[src/hdl/ttd_pkg.sv]
`timescale 1ns / 1ps
package ttd_pkg;

    localparam int MAX_DIM_DEF   = 1024;
    localparam int PAL_DEPTH_DEF = 256;
    localparam int XY_W          = 15;
    localparam int QUEUE_DEPTH   = 4;

    localparam logic [1:0] CMD_START = 2'd0;
    localparam logic [1:0] CMD_PAL   = 2'd1;
    localparam logic [1:0] CMD_BYTE  = 2'd2;

    localparam logic [3:0] FMT_I4     = 4'd0;
    localparam logic [3:0] FMT_I8     = 4'd1;
    localparam logic [3:0] FMT_IA4    = 4'd2;
    localparam logic [3:0] FMT_IA8    = 4'd3;
    localparam logic [3:0] FMT_RGB565 = 4'd4;
    localparam logic [3:0] FMT_RGB5A3 = 4'd5;
    localparam logic [3:0] FMT_RGBA8  = 4'd6;
    localparam logic [3:0] FMT_C4     = 4'd7;
    localparam logic [3:0] FMT_C8     = 4'd8;
    localparam logic [3:0] FMT_CMPR   = 4'd9;

    localparam logic [2:0] REG_TEX_FMT   = 3'd0;
    localparam logic [2:0] REG_WIDTH     = 3'd1;
    localparam logic [2:0] REG_HEIGHT    = 3'd2;
    localparam logic [2:0] REG_PAL_FMT   = 3'd3;
    localparam logic [2:0] REG_PAL_COUNT = 3'd4;
    localparam logic [2:0] REG_PAL_BE    = 3'd5;

    typedef struct packed {
        logic [3:0]  fmt;
        logic [10:0] width;
        logic [10:0] height;
        logic [1:0]  pal_fmt;
        logic [8:0]  pal_count;
        logic        pal_be;
    } t_cfg;

    typedef struct packed {
        logic            is_wr;
        logic [3:0]      fmt;
        logic [7:0]      d;
        logic [7:0]      held;
        logic [7:0]      idx;
        logic [15:0]     aux;
        logic [15:0]     e0;
        logic [15:0]     e1;
        logic [XY_W-1:0] x;
        logic [XY_W-1:0] y;
        logic [3:0]      mask;
    } t_job;

endpackage

[src/hdl/ttd_queue.sv]
`timescale 1ns / 1ps
module ttd_queue (
    input  logic          i_clk,
    input  logic          i_rst_n,
    input  logic          i_push,
    input  ttd_pkg::t_job i_job,
    input  logic          i_pop,
    output ttd_pkg::t_job o_job,
    output logic          o_full,
    output logic          o_empty
);
    localparam int AW = $clog2(ttd_pkg::QUEUE_DEPTH);

    ttd_pkg::t_job r_mem [ttd_pkg::QUEUE_DEPTH];
    logic [AW-1:0] r_wr, r_rd;
    logic [AW:0]   r_cnt;

    assign o_full = (r_cnt == (AW+1)'(ttd_pkg::QUEUE_DEPTH));
    assign o_empty = (r_cnt == '0);
    assign o_job = r_mem[r_rd];

    always_ff @(posedge i_clk) begin
        if (!i_rst_n) begin
            r_wr <= '0;
            r_rd <= '0;
            r_cnt <= '0;
        end else begin
            if (i_push) begin
                r_wr <= r_wr + AW'(1);
            end
            if (i_pop) begin
                r_rd <= r_rd + AW'(1);
            end
            r_cnt <= r_cnt + (AW+1)'(i_push) - (AW+1)'(i_pop);
        end
    end

    always_ff @(posedge i_clk) begin
        if (i_push) begin
            r_mem[r_wr] <= i_job;
        end
    end

endmodule

[config.mk]
export PLATFORM = sky130hd
export DESIGN_NAME = ttd_queue
export DESIGN_NICKNAME = d
export VERILOG_FILES = /design/src/hdl/ttd_pkg.sv /design/src/hdl/ttd_queue.sv
export SDC_FILE = /design/constraint.sdc
export NUM_CORES = 1
export LEC_CHECK = 0
export BUFFER_PORTS_ARGS = -buffer_cell sky130_fd_sc_hd__buf_4
export CORE_UTILIZATION = 60
export CTS_CLUSTER_SIZE = 40
export DETAILED_ROUTE_END_ITERATION = 10
export GPL_TIMING_DRIVEN = 0
export MAX_ROUTING_LAYER = met4
export PLACE_DENSITY = 0.91
export SYNTH_ARGS = -nofsm -noshare
export SYNTH_HDL_FRONTEND = slang
export SYNTH_SLANG_ARGS = --single-unit
export TNS_END_PERCENT = 100
[constraint.sdc]
create_clock -name i_clk -period 5.6 [get_ports i_clk]
set_input_delay 0.28 -clock i_clk [delete_from_list [all_inputs] [get_ports i_clk]]
set_output_delay 0.28 -clock i_clk [all_outputs]
set_load 0.01 [all_outputs]
==> results of run 1 <==
[flip-flops by register name (all words and copies together) (netlist names), named ones only]
signal	cells
r_cnt	3
r_rd	2
r_wr	2
r_mem	444
[repair_timing]
item,CTS,global route
endpoints found under the hold margin,446,0
hold buffers,112,0
setup buffers,0,0
[through the flow]
stage / hold slack [ns] / instance area (µm²) / utilization, % / instances / power [µW]
after floorplan: 0.3789 / 16450 / - / 622 / 4436
after global placement: 0.4789 / 18580 / 68.95 / 1190 / 4815
after detailed placement: 0.4826 / 18760 / 69.61 / 1197 / 4845
after CTS: 0.05921 / 21180 / 78.59 / 1386 / 7573
after global routing: 0.08026 / 21190 / 78.61 / 1388 / 7762
final: 0.08669 / 21190 / 78.61 / 1388 / 7555
[routing by layer]
layer	up-vias	share of wire, %	GRT usage, %
met1	4157	38	31.82
met3	50	7.1	5.767
met4	0	1.6	6.462
li1	3461	-	-
met2	336	53	43.57
met5	-	0	-
[critical path, stage by stage, from the launching register on]
cell and delay (ns):
dfxtp_1 0.35, clkbuf_1 0.63, buf_2 0.43, mux4_2 0.37, buf_4 0.17
[where the power goes]
| part | switching, µW | total [µW] | internal (µW) |
|---|---|---|---|
| clock network | 1160 | 2710 | 1540 |
| registers | 48.3 | 3950 | 3900 |
| logic | 423 | 903 | 480 |
[cell type report]
class | instances | share of cell area, %
well taps | 341 | 2.014
inverters | 7 | 0.1240
clock buffers | 61 | 5.693
multi-input cells | 138 | 12.96
diodes | 2 | 0.02362
clock inverters | 16 | 0.4311
plain buffers | 24 | 0.8268
repair buffers | 346 | 14.14
flip-flops and latches | 453 | 63.78
[cell families (layout without fill, tap and decap cells)]
kind of cell | after synthesis | after routing | share of synthesized area (%)
XOR/XNOR | 3 | 3 | 0.2510
AND/OR/NAND/NOR | 14 | 14 | 0.4564
adder cells (fa/ha/maj) | 7 | 7 | 0.5780
AO/OA/AOI/OAI | 2 | 2 | 0.09124
other | 0 | 2 | 0
buffers and inverters | 31 | 454 | 1.225
multiplexers | 112 | 112 | 15.26
flip-flops | 453 | 453 | 82.14
[cell usage in the layout, fill, tap and decap left out, types with 2 or more instances in the layout]
master and instances:
and2_4 4, dfxtp_1 9, diode_2 2, clkinv_2 4, xnor2_1 2, inv_1 7
buf_4 228, nor2_1 5, dlygate4sd3_1 112, clkbuf_8 2, mux4_2 111, ha_1 6
edfxtp_1 444, buf_12 3, clkinv_1 11, and2_1 2, buf_16 4, buf_6 9
buf_2 11, clkbuf_16 45, clkbuf_1 17
[worst paths after layout]
| path | startpoint | endpoint | slack (ns) | cells after the start |
|---|---|---|---|---|
| min | i_pop | register | 0.09 | 3 |
| max | register | o_job[104] | 2.85 | 4 |
| max reg2reg | r_wr[0]$_SDFFE_PN0P_ | r_mem[3][51]$_DFFE_PP_ | 3.51 | 3 |
| min reg2reg | r_rd[1]$_SDFFE_PN0P_ | r_rd[1]$_SDFFE_PN0P_ | 0.57 | 2 |
==> flow_summary_export.csv, run 1 <==
group,metric,value,unit
worst_setup_path,start_kind,"register",
synthesis,syn_inst,622,
clock_tree,clk_path_buf_depth,3,
clock_tree,h-tree-depth,2,
synthesis,ys_ff_latch,453,
synthesis,synth_edf_count,444,
synthesis,yosys-top-cells-count,"edfxtp_1, mux4_2, buf_2",
synthesis,synthArstFlopShare,0,%
sta,period_share,49.08,%
global_route,grt-ovfl-total,0,
detailed_routing,remaining_drc_errors,0,
sta,grt_setup_unrepaired,"no",
sta,fin_ws,2.852,ns
global_route,grt_max_degree,60,
clock_tree,tritoncts,"done",
worst_setup_path,worstSetupPathType,"reg2out",
die,rows,60,
worst_setup_path,required,5.32,ns
sta,setup_viol,0,
finish,multi_input_area,2746,µm²
die,io_pins,228,
placed_design,place_ws,3.391,ns
sta,drv_slew,0,
clock_tree,cts-root-buf,"clkbuf_16",
status,status,"completed",
worst_setup_path,arrival,2.47,ns
finish,fillCellCount,1250,
sta,worst_slew_pin_slew,0.8780,ns
detailed_routing,firstDrtPassIters,5,
global_route,grt_usage,25.73,%
worst_setup_path,worstSetupEndpointType,"output pin",
finish,nets,1136,
die,die-height,167.6,µm
min_path,min_path_type,"in2reg",
finish,syn2layout_area_growth,28.78,%
sta,slew-limit-headroom,41.47,%
die,core,26950,µm²
die,dieWidth,167.6,µm
detailed_routing,drt_wl_total,34170,µm
synthesis,synth_nets,744,
sta,clock_skew,0.007064,ns
synthesis,synth_top_cell_by_area,"edfxtp_1",
placed_design,hpwl,19240,µm
die,die-area,28080,µm²
sta,hold_viol_final,0,
finish,drive_above_1_share,40.48,%
placed_design,portBuffers,227,
detailed_routing,drt_iter0_markers,736,
synthesis,yosysSeqAreaShare,82.14,%
power_and_ir_drop,powerDensity,356.6,nW/µm²
placed_design,gp_congestion,0.7455,
sta,timing.final.crit_period,2.748,ns
sta,clock.fmax,363.9,MHz
power_and_ir_drop,p_leak,0.007289,µW
synthesis,synth.distinct_cells,20,
clock_tree,clkTransAtPathRegs,0.06,ns
synthesis,ys.flop_type,"edfxtp_1",
power_and_ir_drop,ir_drop,0.0003854,V
detailed_routing,vias_per_cell,5.767,
clock_tree,clock_sinks,453,
sta,tns,0,ns
detailed_routing,final_antenna_net_count,0,
finish,seqCellArea,13510,µm²
synthesis,syn_avg_cell_area,26.45,µm²
clock_tree,cts_resized,0,
detailed_routing,vias,8004,
run,drv_cap,0,
clock_tree,worstSkewPairLatency,0.52,ns
global_route,grt_pass1_wl,51460,µm
global_route,antenna_found_initial,2,
synthesis,syn_area,16450,µm²
synthesis,synth_top_cell_area_share,81.05,%
synthesis,yosysMostFrequentCell,"edfxtp_1",
worst_setup_path,crit_fanout,10,
global_route,first_global_vias,8780,
synthesis,yosys_warnings,0,
detailed_routing,wl_per_cell,24.62,µm
synthesis,synth.area.top_cells,"edfxtp_1, mux4_2, dfxtp_1, buf_6, ha_1",
die,start_util,61.04,%
clock_tree,numCtsBuffers,44,
Note: power is estimated with default switching activity, not from simulation.
==> run 2: changes to the inputs <==
- CORE_UTILIZATION: 60 -> 51
- PLACE_DENSITY: 0.91 -> 0.83
- clock period: 5.6 -> 2.4 ns (I/O delays scaled with it)
==> flow_summary_export.csv, run 2 (synthesis gave the netlist of run 1 again) <==
group,metric,value,unit
power_and_ir_drop,swShare,21.50,%
sta,timing.final.crit_period,2.280,ns
power_and_ir_drop,power.switching,3821,µW
sta,clock_skew,0.01400,ns
worst_setup_path,arrival,2.16,ns
finish,top_regs,"r_mem: 444 flops, r_cnt: 3 flops",
finish,final_common_cell,"edfxtp_1",
detailed_routing,firstDrtPassIters,5,
min_path,min_path_type,"in2reg",
global_route,grt_pass1_wl,50040,µm
global_route,grt-ovfl-total,0,
clock_tree,clkTransAtPathRegs,0.06,ns
detailed_routing,drt_iter0_markers,542,
worst_setup_path,start_kind,"register",
worst_setup_path,r2r_end,"r_mem[2][99]$_DFFE_PP_",
die,rows,65,
finish,syn2layout_area_growth,29.85,%
finish,largest_reg_flops,444,
worst_setup_path,reg2reg_from,"r_wr[0]$_SDFFE_PN0P_",
worst_setup_path,worstSetupEndpointType,"output pin",
power_and_ir_drop,p_leak,0.007337,µW
clock_tree,cts-root-buf,"clkbuf_16",
clock_tree,numCtsBuffers,45,
power_and_ir_drop,power.internal,13950,µW
worst_setup_path,reg2reg_setup_slack,0.56,ns
power_and_ir_drop,p_total,17770,µW
die,start_util,52.00,%
worst_setup_path,required,2.28,ns
finish,fillCellCount,1891,
finish,fin_util,67.52,%
sta,hold_viol_final,0,
power_and_ir_drop,ir_drop,0.0008524,V
detailed_routing,drt_wl_total,33300,µm
placed_design,portBuffers,227,
finish,layout_common_cells,"edfxtp_1, buf_4, dlygate4sd3_1",
detailed_routing,remaining_drc_errors,0,
status,status,"completed",
sta,clock.fmax,438.6,MHz
sta,period_share,95.00,%
run,drv_cap,0,
finish,nets,1141,
global_route,grt_usage,20.99,%
clock_tree,worstSkewPairLatency,0.53,ns
die,die-area,32980,µm²
finish,fin_cells,1451,
sta,worst_slew_pin_slew,0.6850,ns
clock_tree,post-cts-setup-buffers,0,
detailed_routing,final_antenna_net_count,0,
sta,tns,0,ns
clock_tree,clock_sinks,453,
min_path,hold_depth,2,
finish,drive_above_1_share,40.94,%
clock_tree,tritoncts,"done",
sta,slew-limit-headroom,54.33,%
worst_setup_path,endpoint,"o_job[44]",
worst_setup_path,worstSetupPathType,"reg2out",
placed_design,hpwl,19000,µm
detailed_routing,vias,7997,
die,dieWidth,181.6,µm
die,die-height,181.6,µm
detailed_routing,wl_per_cell,22.95,µm
die,core,31640,µm²
clock_tree,h-tree-depth,2,
power_and_ir_drop,powerDensity,832.0,nW/µm²
sta,grt_setup_unrepaired,"no",
power_and_ir_drop,p_seq_share,51.7,%
die,io_pins,228,
sta,setup_viol,0,
placed_design,place_ws,0.2434,ns
global_route,first_global_vias,8866,
sta,drv_slew,0,
placed_design,gp_congestion,0.7078,
worst_setup_path,ff2ff_path_depth,4,
detailed_routing,vias_per_cell,5.511,
placed_design,place_inst,1259,
worst_setup_path,crit_fanout,10,
clock_tree,clk_path_buf_depth,3,
power_and_ir_drop,p_clk_share,36.4,%
power_and_ir_drop,p_comb_share,11.9,%
sta,fin_ws,0.1201,ns
global_route,antenna_found_initial,1,
min_path,min_from,"i_job[95]",
global_route,grt_max_degree,54,
finish,top_register,"r_mem",
run 2: changes by cell type in the layout (fill, tap and decap cells not counted), sizes merged:
cell         before  now
dlygate4sd3     112  115
clkbuf           64   62
bufinv            1    2
clkinvlp          0    1
diode             2    1
run 2: metrics by stage:
step | hold slack [ns] | area, µm²
floorplan | 0.2189 | 16460
global placement | 0.3191 | 18660
detailed placement | 0.3237 | 18870
CTS | 0.3074 | 21360
global route | 0.3207 | 21360
finish | 0.3273 | 21360
run 2: how the worst min path moves through the flow:
stage / to / slack (ns)
3_5_place_dp: r_mem[0][12]$_DFFE_PP_ / 0.32
6_report: r_mem[1][95]$_DFFE_PP_ / 0.33
2_1_floorplan: r_mem[0][0]$_DFFE_PP_ / 0.22
4_1_cts: r_mem[3][12]$_DFFE_PP_ / 0.31
3_3_place_gp: r_mem[1][9]$_DFFE_PP_ / 0.32
5_1_grt: r_mem[0][73]$_DFFE_PP_ / 0.32
run 2: timing repair:
| action | CTS | global route |
|---|---|---|
| hold buffers | 115 | 0 |
| hold endpoints to repair | 453 | 0 |
| setup endpoints to repair | 90 | 3 |
| resized for setup | 1 | 1 |
run 2: cell type report:
cell class              count  area [µm²]  share of cell area (%)
flip-flops and latches    453       13510                   63.26
repair buffers            350        3053                   14.29
multi-input cells         138        2746                   12.86
clock buffers              58        1205                   5.641
well taps                 402       503.0                   2.355
plain buffers              24       178.9                  0.8376
clock inverters            18       133.9                  0.6267
inverters                   7       26.28                  0.1230
diodes                      1       2.502                 0.01171
run 2: worst max-delay path: stages (launching register included):
cell	delay [ns]
dfxtp_1	0.36
buf_4	0.30
buf_6	0.25
mux4_2	0.54
buf_4	0.16
run 2: metal layers:
layer  wire length (µm)  track usage [%]
met1              12920            25.34
met2              17320            35.60
met3               2257            4.392
met4                798            6.678
met5                  0                -
run 2: power groups by stage:
stage	Sequential [µW]	Clock, µW	Combinational (µW)
2_1_floorplan	9330	0	995
3_3_place_gp	9360	0	1860
3_5_place_dp	9350	0	1960
4_1_cts	9190	6570	2130
5_1_grt	9210	6870	2250
6_report	9190	6470	2110
