==> src/hdl/ttd_pkg.sv <==
`timescale 1ns / 1ps
package ttd_pkg;

    localparam int MAX_DIM_DEF   = 1024;
    localparam int PAL_DEPTH_DEF = 256;
    localparam int XY_W          = 15;
    localparam int QUEUE_DEPTH   = 4;

    localparam logic [1:0] CMD_START = 2'd0;
    localparam logic [1:0] CMD_PAL   = 2'd1;
    localparam logic [1:0] CMD_BYTE  = 2'd2;

    localparam logic [3:0] FMT_I4     = 4'd0;
    localparam logic [3:0] FMT_I8     = 4'd1;
    localparam logic [3:0] FMT_IA4    = 4'd2;
    localparam logic [3:0] FMT_IA8    = 4'd3;
    localparam logic [3:0] FMT_RGB565 = 4'd4;
    localparam logic [3:0] FMT_RGB5A3 = 4'd5;
    localparam logic [3:0] FMT_RGBA8  = 4'd6;
    localparam logic [3:0] FMT_C4     = 4'd7;
    localparam logic [3:0] FMT_C8     = 4'd8;
    localparam logic [3:0] FMT_CMPR   = 4'd9;

    localparam logic [2:0] REG_TEX_FMT   = 3'd0;
    localparam logic [2:0] REG_WIDTH     = 3'd1;
    localparam logic [2:0] REG_HEIGHT    = 3'd2;
    localparam logic [2:0] REG_PAL_FMT   = 3'd3;
    localparam logic [2:0] REG_PAL_COUNT = 3'd4;
    localparam logic [2:0] REG_PAL_BE    = 3'd5;

    typedef struct packed {
        logic [3:0]  fmt;
        logic [10:0] width;
        logic [10:0] height;
        logic [1:0]  pal_fmt;
        logic [8:0]  pal_count;
        logic        pal_be;
    } t_cfg;

    typedef struct packed {
        logic            is_wr;
        logic [3:0]      fmt;
        logic [7:0]      d;
        logic [7:0]      held;
        logic [7:0]      idx;
        logic [15:0]     aux;
        logic [15:0]     e0;
        logic [15:0]     e1;
        logic [XY_W-1:0] x;
        logic [XY_W-1:0] y;
        logic [3:0]      mask;
    } t_job;

endpackage

==> src/hdl/ttd_front.sv <==
`timescale 1ns / 1ps
module ttd_front #(
    parameter int MAX_DIMENSION = ttd_pkg::MAX_DIM_DEF,
    parameter int PALETTE_DEPTH = ttd_pkg::PAL_DEPTH_DEF
) (
    input  logic          i_clk,
    input  logic          i_rst_n,
    input  ttd_pkg::t_cfg i_cfg,
    input  logic          i_accept,
    input  logic [1:0]    i_cmd,
    input  logic [7:0]    i_data,
    input  logic [7:0]    i_extra,
    input  logic [7:0]    i_index,
    output logic          o_push,
    output ttd_pkg::t_job o_job
);
    localparam int XW = ttd_pkg::XY_W;
    localparam int CW = $clog2((MAX_DIMENSION + 3) / 4 + 1);
    localparam logic [XW-1:0] MAXV = XW'(MAX_DIMENSION);

    logic [CW-1:0] r_col, n_col, r_row, n_row;
    logic [5:0]    r_bib, n_bib;
    logic [7:0]    r_held, n_held;
    logic [15:0]   r_e0, n_e0, r_e1, n_e1;
    logic [15:0]   r_ar [16];
    logic          ar_we;
    logic [3:0]    ar_addr;

    logic [XW-1:0] wv, hv, bx, by, xo, yo, across, down, col1, row1;
    logic          wide8, tall8, rgba, active, pix;
    logic [5:0]    b;
    logic [6:0]    nb;
    logic [2:0]    npix;

    always_comb begin
        wv = (XW'(i_cfg.width) > MAXV) ? MAXV : XW'(i_cfg.width);
        hv = (XW'(i_cfg.height) > MAXV) ? MAXV : XW'(i_cfg.height);
        wide8 = (i_cfg.fmt == ttd_pkg::FMT_I4) || (i_cfg.fmt == ttd_pkg::FMT_C4) ||
                (i_cfg.fmt == ttd_pkg::FMT_CMPR) || (i_cfg.fmt == ttd_pkg::FMT_I8) ||
                (i_cfg.fmt == ttd_pkg::FMT_IA4) || (i_cfg.fmt == ttd_pkg::FMT_C8);
        tall8 = (i_cfg.fmt == ttd_pkg::FMT_I4) || (i_cfg.fmt == ttd_pkg::FMT_C4) ||
                (i_cfg.fmt == ttd_pkg::FMT_CMPR);
        rgba = (i_cfg.fmt == ttd_pkg::FMT_RGBA8);
        b = rgba ? r_bib : {1'b0, r_bib[4:0]};
        bx = wide8 ? (XW'(r_col) << 3) : (XW'(r_col) << 2);
        by = tall8 ? (XW'(r_row) << 3) : (XW'(r_row) << 2);
        across = wide8 ? ((wv + XW'(7)) >> 3) : ((wv + XW'(3)) >> 2);
        down = tall8 ? ((hv + XW'(7)) >> 3) : ((hv + XW'(3)) >> 2);
        col1 = XW'(r_col) + XW'(1);
        row1 = XW'(r_row) + XW'(1);
        nb = {1'b0, b} + 7'd1;
        active = i_accept && (i_cmd == ttd_pkg::CMD_BYTE) &&
                 (i_cfg.fmt <= ttd_pkg::FMT_CMPR) && (wv != '0) && (hv != '0);

        n_col = r_col;
        n_row = r_row;
        n_bib = r_bib;
        n_held = r_held;
        n_e0 = r_e0;
        n_e1 = r_e1;
        ar_we = 1'b0;
        ar_addr = b[4:1];
        xo = bx;
        yo = by;
        npix = 3'd0;
        pix = 1'b0;
        o_job = '0;
        o_job.fmt = i_cfg.fmt;
        o_job.d = i_data;
        o_job.held = r_held;
        o_job.e0 = r_e0;
        o_job.e1 = r_e1;
        o_job.aux = r_ar[b[4:1]];
        o_job.idx = i_index;

        if (active) begin
            unique case (i_cfg.fmt)
                ttd_pkg::FMT_I4, ttd_pkg::FMT_C4: begin
                    xo = bx + XW'({b[1:0], 1'b0});
                    yo = by + XW'(b[4:2]);
                    npix = 3'd2;
                    pix = 1'b1;
                end
                ttd_pkg::FMT_I8, ttd_pkg::FMT_IA4, ttd_pkg::FMT_C8: begin
                    xo = bx + XW'(b[2:0]);
                    yo = by + XW'(b[4:3]);
                    npix = 3'd1;
                    pix = 1'b1;
                end
                ttd_pkg::FMT_IA8, ttd_pkg::FMT_RGB565, ttd_pkg::FMT_RGB5A3: begin
                    if (!b[0]) begin
                        n_held = i_data;
                    end else begin
                        xo = bx + XW'(b[2:1]);
                        yo = by + XW'(b[4:3]);
                        npix = 3'd1;
                        pix = 1'b1;
                    end
                end
                ttd_pkg::FMT_RGBA8: begin
                    if (!b[0]) begin
                        n_held = i_data;
                    end else if (!b[5]) begin
                        ar_we = 1'b1;
                    end else begin
                        xo = bx + XW'(b[2:1]);
                        yo = by + XW'(b[4:3]);
                        npix = 3'd1;
                        pix = 1'b1;
                    end
                end
                default: begin
                    if (b[2:0] == 3'd0 || b[2:0] == 3'd2) begin
                        n_held = i_data;
                    end else if (b[2:0] == 3'd1) begin
                        n_e0 = {r_held, i_data};
                    end else if (b[2:0] == 3'd3) begin
                        n_e1 = {r_held, i_data};
                    end else begin
                        xo = bx + XW'({b[3], 2'b00});
                        yo = by + XW'({b[4], b[1:0]});
                        npix = 3'd4;
                        pix = 1'b1;
                    end
                end
            endcase

            if (nb >= (rgba ? 7'd64 : 7'd32)) begin
                n_bib = '0;
                if (col1 >= across) begin
                    n_col = '0;
                    n_row = (row1 >= down) ? '0 : CW'(row1);
                end else begin
                    n_col = CW'(col1);
                end
            end else begin
                n_bib = nb[5:0];
            end
        end

        for (int k = 0; k < 4; k++) begin
            o_job.mask[k] = (3'(k) < npix) && ((xo + XW'(k)) < wv) && (yo < hv);
        end
        o_job.x = xo;
        o_job.y = yo;

        o_push = 1'b0;
        if (i_accept && i_cmd == ttd_pkg::CMD_PAL &&
            {24'd0, i_index} < 32'(PALETTE_DEPTH)) begin
            o_job.is_wr = 1'b1;
            o_job.aux = {i_data, i_extra};
            o_push = 1'b1;
        end else if (pix && (|o_job.mask)) begin
            o_push = 1'b1;
        end

        if (i_accept && i_cmd == ttd_pkg::CMD_START) begin
            n_col = '0;
            n_row = '0;
            n_bib = '0;
            n_held = '0;
            n_e0 = '0;
            n_e1 = '0;
        end
    end

    always_ff @(posedge i_clk) begin
        if (!i_rst_n) begin
            r_col <= '0;
            r_row <= '0;
            r_bib <= '0;
            r_held <= '0;
            r_e0 <= '0;
            r_e1 <= '0;
        end else begin
            r_col <= n_col;
            r_row <= n_row;
            r_bib <= n_bib;
            r_held <= n_held;
            r_e0 <= n_e0;
            r_e1 <= n_e1;
        end
    end

    always_ff @(posedge i_clk) begin
        if (ar_we) begin
            r_ar[ar_addr] <= {r_held, i_data};
        end
    end

endmodule

==> config.mk <==
export PLATFORM = sky130hd
export DESIGN_NAME = ttd_front
export DESIGN_NICKNAME = d
export VERILOG_FILES = /design/src/hdl/ttd_pkg.sv /design/src/hdl/ttd_front.sv
export SDC_FILE = /design/constraint.sdc
export NUM_CORES = 1
export LEC_CHECK = 0
export BUFFER_PORTS_ARGS = -buffer_cell sky130_fd_sc_hd__buf_2
export CORE_AREA = 2 2 176 178
export DETAILED_ROUTE_END_ITERATION = 8
export DIE_AREA = 0 0 178 180
export HOLD_SLACK_MARGIN = 0.12
export PLACE_DENSITY = 0.9
export SLEW_MARGIN = 30
export SYNTH_ARGS = -nofsm -noshare
export SYNTH_HDL_FRONTEND = slang
export SYNTH_SLANG_ARGS = --single-unit
==> constraint.sdc <==
create_clock -name i_clk -period 11.2 [get_ports i_clk]
set_clock_uncertainty 0.1 [all_clocks]
set_input_delay 0.56 -clock i_clk [delete_from_list [all_inputs] [get_ports i_clk]]
set_output_delay 0.56 -clock i_clk [all_outputs]
set_load 0.005 [all_outputs]
==> reports/metrics.yaml, run 1 <==
grt_use_total_pct: 31.51
ff2ff_path_depth: 14
power.density_mw_per_mm2: 129.5
layout_common_cells: "edfxtp_1, nand2_1, buf_2"
critPathCaptureType: "output pin"
min_path_type: "reg2reg"
rsz0062_at_grt: "no"
syn_avg_cell_area_um2: 11.61
clk_pin_slew_worst_paths_ns: 0.07
startpoint: "i_cfg[35]"
setup_tns_ns: 0
syn_to_final_growth_pct: 11.47
antennaDiodeCount: 0
post_cts.repair.setup_buffers: 0
cts-root-buf: "clkbuf_16"
leakagePower_nw: 7.250
ctsResizeCount: 0
crit_fanout: 54
syn_area_mm2: 0.01794
routed_wl_mm: 50.33
drive_gt1_share_pct: 20.89
critPathKind: "in2out"
synth_top_area_share_pct: 42.85
final_common_cell: "edfxtp_1"
num_rows: 64
hold_buffers: 0
ys_seq_elements: 320
peakVddDrop_mv: 0.1621
crit_path_start_kind: "input pin"
worst_pin_slew_ns: 1.004
r2r_start: "r_bib[1]$_SDFFE_PP0N_"
antenna_found_initial: 0
slew-limit-headroom_pct: 33.06
cp_common_cell: "ha_1"
cap_violations: 0
cp.required_ns: 10.54
synthTopCellsByArea: "edfxtp_1, mux4_2, dfxtp_1"
h-tree-depth: 2
clk_path_buf_depth: 3
dr_total_vias: 13830
cts_tree: "built"
ant_nets: 0
hpwl_mm: 32.71
multi_input_area_mm2: 0.008351
hold_viol: 0
max_freq_ghz: 0.1271
grt_remaining_overflow: 0
slowest_delay_ns: 0.78
post_drt_wl_per_cell_um: 24.35
synthArstFlopShare_pct: 0
total_power_mw: 2.589
maxSlewViolCount: 0
dp_cells: 2005
die-area_mm2: 0.03204
layout_min_cycle_time_ns: 7.867
grt_pass1_wl_mm: 77.09
final.period_utilization_pct: 70.24
io_pins: 179
status: "finished, final reports clean"
final_core_util_pct: 66.25
fillers: 2130
grt_max_degree: 80
setup_viol: 0
start_util_pct: 59.43
yosysUniqueCellTypes: 85
final_nets: 1801
grt_pass1_vias: 13400
vias_per_cell: 6.689
setup_ws_ns: 3.333
dr.pass1.iters: 5
dp_slack_ns: 3.523
yosysTopAreaCell: "edfxtp_1"
die_w_um: 178
worstHoldPathCells: 2
syn_inst: 1545
hold_start: "r_e1[15]$_SDFFE_PP0P_"
drt_iter0_markers: 1651
cts_inserted_buffers: 34
gp_congestion: 0.9348
fp.dieH_um: 180
fin_cells: 2067
synth_flop_cell: "edfxtp_1"
critPathSlowestCell: "xnor2_1"
cp.arrival_ns: 7.21
insertion_delay_ns: 0.52
portBuffers: 146
yosysWarnings: 0
synth_edf_count: 256
regArea_mm2: 0.008977
seq_area_frac_synth_pct: 49.99
placeableCoreArea_mm2: 0.03019
clock-sinks: 320
drc: 0
path_cells: "buf_2 > o21ai_2 > a21oi_2 > and2_1 > ha_1 > ha_1 > a22oi_1 > nor2_1 > nand2_1 > xnor2_1 > o21ai_1 > or2_1 > nor4_1 > xnor2_1 > ha_1 > nand4_1 > nor2_1 > a221oi_1 > o2111ai_1 > o21bai_1 > or3_1 > o211ai_1 > buf_2"
cell usage after synthesis, types with 14 or more instances:
| cell type | instances |
|---|---|
| o21ai_0 | 56 |
| a31oi_1 | 14 |
| inv_1 | 32 |
| or3_1 | 14 |
| dfxtp_1 | 64 |
| xor2_1 | 30 |
| a21oi_1 | 62 |
| nand4_1 | 17 |
| edfxtp_1 | 256 |
| nor4_1 | 16 |
| o211ai_1 | 19 |
| ha_1 | 89 |
| nand2b_1 | 14 |
| mux4_2 | 80 |
| xnor2_1 | 38 |
| mux2i_1 | 28 |
| nor3_1 | 26 |
| nand3_1 | 59 |
| nor2_1 | 141 |
| nand2_1 | 168 |
| buf_4 | 26 |
| clkbuf_1 | 61 |
| a21o_1 | 28 |
routing by layer:
metal | GRT usage (%) | vias up | wire [um]
li1 | - | 6078 | -
met1 | 41.17 | 6768 | 18810
met2 | 53.16 | 835 | 24910
met3 | 5.055 | 145 | 4637
met4 | 11.44 | 0 | 1971
met5 | 0 | - | 0
path summary, 6_finish.rpt:
path	end	slack (ns)
max	o_push	3.33
min	r_e1[15]$_SDFFE_PP0P_	0.35
max reg2reg	r_row[2]$_SDFFE_PP0P_	6.44
min reg2reg	r_e1[15]$_SDFFE_PP0P_	0.35
report_power, final:
| group | internal (mW) | total (mW) | leakage [nW] | switching (mW) |
|---|---|---|---|---|
| logic | 0.0722 | 0.206 | 3.94 | 0.134 |
| clock network | 0.628 | 1.10 | 0.527 | 0.476 |
| registers | 1.28 | 1.28 | 2.78 | 0.00301 |
| total | 1.98 | 2.59 | 7.25 | 0.613 |
metrics by stage:
stage               area [um2]  hold slack [ns]
floorplan                17960           0.3527
global route             20000           0.3805
global placement         18880           0.3403
finish                   20000           0.3544
detailed placement       18900           0.3458
CTS                      19990           0.3554
critical path, delay by kind of cell:
family,cells,cell delay [ns]
AOI/OAI and AO/OA,8,2.13
xor gates and xnor gates,2,0.94
adders and majority gates,3,0.85
buffers and inverters,2,0.82
and+or+nand+nor,8,1.86
flip-flops by register name, indices dropped and copies added (netlist names):
name	flops
r_row	9
r_bib	6
r_held	8
r_e1	16
r_ar	256
r_col	9
r_e0	16
cell type report:
type	count	share of cell area, %
Clock inverter	17	0.7633
Sequential cell	320	44.89
Inverter	36	0.6757
Tap cell	396	2.477
Timing Repair Buffer	174	4.723
Multi-Input combinational cell	1079	41.75
Clock buffer	45	4.717
cell families (layout without fill, tap and decap cells):
family,after synthesis,count (layout),synth area share (%)
AO/OA/AOI/OAI,286,286,10.88
AND/OR/NAND/NOR,519,519,13.82
XOR/XNOR,68,68,3.320
adder cells (fa/ha/maj),90,90,6.270
buffers and inverters,150,272,3.954
flip-flops,320,320,49.99
multiplexers,110,110,11.73
other,2,6,0.04186
No activity file was read; power rests on OpenSTA's default activity.
==> run 2, diff against run 1 <==
--- a/config.mk
+++ b/config.mk
@@ -6,11 +6,11 @@
 export NUM_CORES = 1
 export LEC_CHECK = 0
 export BUFFER_PORTS_ARGS = -buffer_cell sky130_fd_sc_hd__buf_2
-export CORE_AREA = 2 2 176 178
+export CORE_AREA = 2 2 186 188
 export DETAILED_ROUTE_END_ITERATION = 8
-export DIE_AREA = 0 0 178 180
+export DIE_AREA = 0 0 188 190
 export HOLD_SLACK_MARGIN = 0.12
-export PLACE_DENSITY = 0.9
+export PLACE_DENSITY = 0.86
 export SLEW_MARGIN = 30
 export SYNTH_ARGS = -nofsm -noshare
 export SYNTH_HDL_FRONTEND = slang
==> constraint.sdc (replaced) <==
create_clock -name i_clk -period 7.1 [get_ports i_clk]
set_clock_uncertainty 0.1 [all_clocks]
set_input_delay 0.355 -clock i_clk [delete_from_list [all_inputs] [get_ports i_clk]]
set_output_delay 0.355 -clock i_clk [all_outputs]
set_load 0.005 [all_outputs]
==> run 2 against run 1 <==
Against the previous run:
- sequential power up 58%
- via count down 0.34%
- combinational power is 58% higher
- global-route usage is 3.4 points lower
- clock power grew 62%
- cell count is 3.4% higher
- non-clock buffer count grew 11
- setup slack got worse by 2.8 ns
- utilization fell by 6.9 points
==> reports/metrics.yaml, run 2 (same netlist as run 1, synthesis figures left out) <==
maxSlewViolCount: 0
hold_viol: 0
grt_remaining_overflow: 0
setup_viol: 0
grt_max_degree: 58
reg.largest.list: "r_ar (256), r_e0 (16), r_e1 (16)"
ff2ff_path_depth: 14
grt_pass1_vias: 13320
rrSetupSlack_ns: 2.54
ctsResizeCount: 0
num_rows: 68
status: "finished, final reports clean"
worst_pin_slew_ns: 1.014
r2r_start: "r_bib[1]$_SDFFE_PP0N_"
cp.arrival_ns: 6.09
post_drt_wl_per_cell_um: 23.71
dr.pass1.iters: 6
post_cts.repair.setup_buffers: 0
start_util_pct: 52.85
cp.required_ns: 6.64
crit_fanout: 9
fin_cells: 2137
drt_iter0_markers: 1350
fp.dieH_um: 190
placeableCoreArea_mm2: 0.03395
setup_tns_ns: 0
layout_min_cycle_time_ns: 6.549
crit_end: "o_push"
largest-register: "r_ar"
critPathKind: "reg2out"
die-area_mm2: 0.03572
hold_buffers: 0
clk_pin_slew_worst_paths_ns: 0.06
h-tree-depth: 2
peakVddDrop_mv: 0.2380
cap_violations: 0
max_freq_ghz: 0.1527
startpoint: "r_bib[0]$_SDFFE_PP0N_"
cts-root-buf: "clkbuf_16"
final_core_util_pct: 59.39
grt_pass1_wl_mm: 77.24
setup_ws_ns: 0.5513
portBuffers: 146
r2r-end: "r_row[2]$_SDFFE_PP0P_"
fillers: 2656
leakagePower_nw: 7.382
final.period_utilization_pct: 92.24
antenna_found_initial: 1
ant_nets: 0
hpwl_mm: 32.06
layout_common_cells: "edfxtp_1, nand2_1, buf_2"
cts_inserted_buffers: 34
final_common_cell: "edfxtp_1"
multi_input_area_mm2: 0.008344
syn_to_final_growth_pct: 12.38
final_nets: 1812
insertion_delay_ns: 0.52
rsz0062_at_grt: "no"
regArea_mm2: 0.008977
power.density_mw_per_mm2: 204.6
crit_path_start_kind: "flip-flop"
die_w_um: 188
critPathCaptureType: "output pin"
total_power_mw: 4.124
slew-limit-headroom_pct: 32.16
vias_per_cell: 6.448
min_path_type: "in2reg"
dr_total_vias: 13780
clock-sinks: 320
largest_register_ffs: 256
drive_gt1_share_pct: 21.05
grt_use_total_pct: 28.10
clk_path_buf_depth: 3
gp_congestion: 0.9400
antennaDiodeCount: 0
dp_cells: 2075
drc: 0
routed_wl_mm: 50.67
cts_tree: "built"
dp_slack_ns: 0.7468
io_pins: 179
[run 2: cell type report]
type | count | area share (%)
multi-input cells | 1079 | 41.39
well taps | 455 | 2.824
repair buffers | 185 | 5.095
clock buffers | 44 | 4.505
clock inverters | 18 | 0.9929
flip-flops and latches | 320 | 44.53
inverters | 36 | 0.6702
[run 2: worst min path at each step]
stage                          startpoint                    end  slack (ns)  cells after the start
finish                          i_data[4]   r_e1[4]$_SDFFE_PP0P_        0.18                      3
global route                    i_data[3]   r_ar[4][3]$_DFFE_PP_        0.19                      1
CTS                             i_data[4]   r_e1[4]$_SDFFE_PP0P_        0.16                      3
detailed placement  r_e1[12]$_SDFFE_PP0P_  r_e1[12]$_SDFFE_PP0P_        0.35                      2
global placement    r_e1[15]$_SDFFE_PP0P_  r_e1[15]$_SDFFE_PP0P_        0.34                      2
floorplan            r_e1[0]$_SDFFE_PP0P_   r_e1[0]$_SDFFE_PP0P_        0.35                      2
[run 2: report_power, final]
| group | leakage [nW] | switching [mW] | internal [mW] | total, mW |
|---|---|---|---|---|
| combinational | 4.01 | 0.210 | 0.116 | 0.326 |
| sequential | 2.84 | 0.00785 | 2.01 | 2.02 |
| clock | 0.532 | 0.749 | 1.03 | 1.78 |
| total | 7.38 | 0.967 | 3.16 | 4.12 |
[run 2: routing by layer]
| layer | vias to the layer above | wire, um | track usage, % |
|---|---|---|---|
| met5 | - | 13 | 0 |
| met4 | 2 | 1710 | 9.146 |
| met3 | 144 | 4555 | 4.501 |
| met2 | 818 | 25250 | 49.13 |
| met1 | 6727 | 19140 | 35.87 |
| li1 | 6088 | - | - |
[run 2: critical path: stages (launching register included)]
cell	delay (ns)
dfxtp_1	0.51
inv_1	0.19
ha_1	0.25
nor3_1	0.40
o211ai_1	0.34
o21ai_0	0.48
a41oi_1	0.25
a31oi_4	0.41
nand2_4	0.13
or2_1	0.32
nor4_1	0.33
xnor2_1	0.16
ha_1	0.26
nand4_1	0.12
nor2_1	0.07
a221oi_1	0.29
o2111ai_1	0.17
o21bai_1	0.21
or3_1	0.37
o211ai_1	0.16
buf_2	0.14
[run 2: through the flow]
stage | hold slack, ns | instance area [um2]
floorplan | 0.3527 | 17960
global placement | 0.3400 | 19030
detailed placement | 0.3459 | 19030
CTS | 0.1603 | 20140
global route | 0.1889 | 20160
finish | 0.1787 | 20160
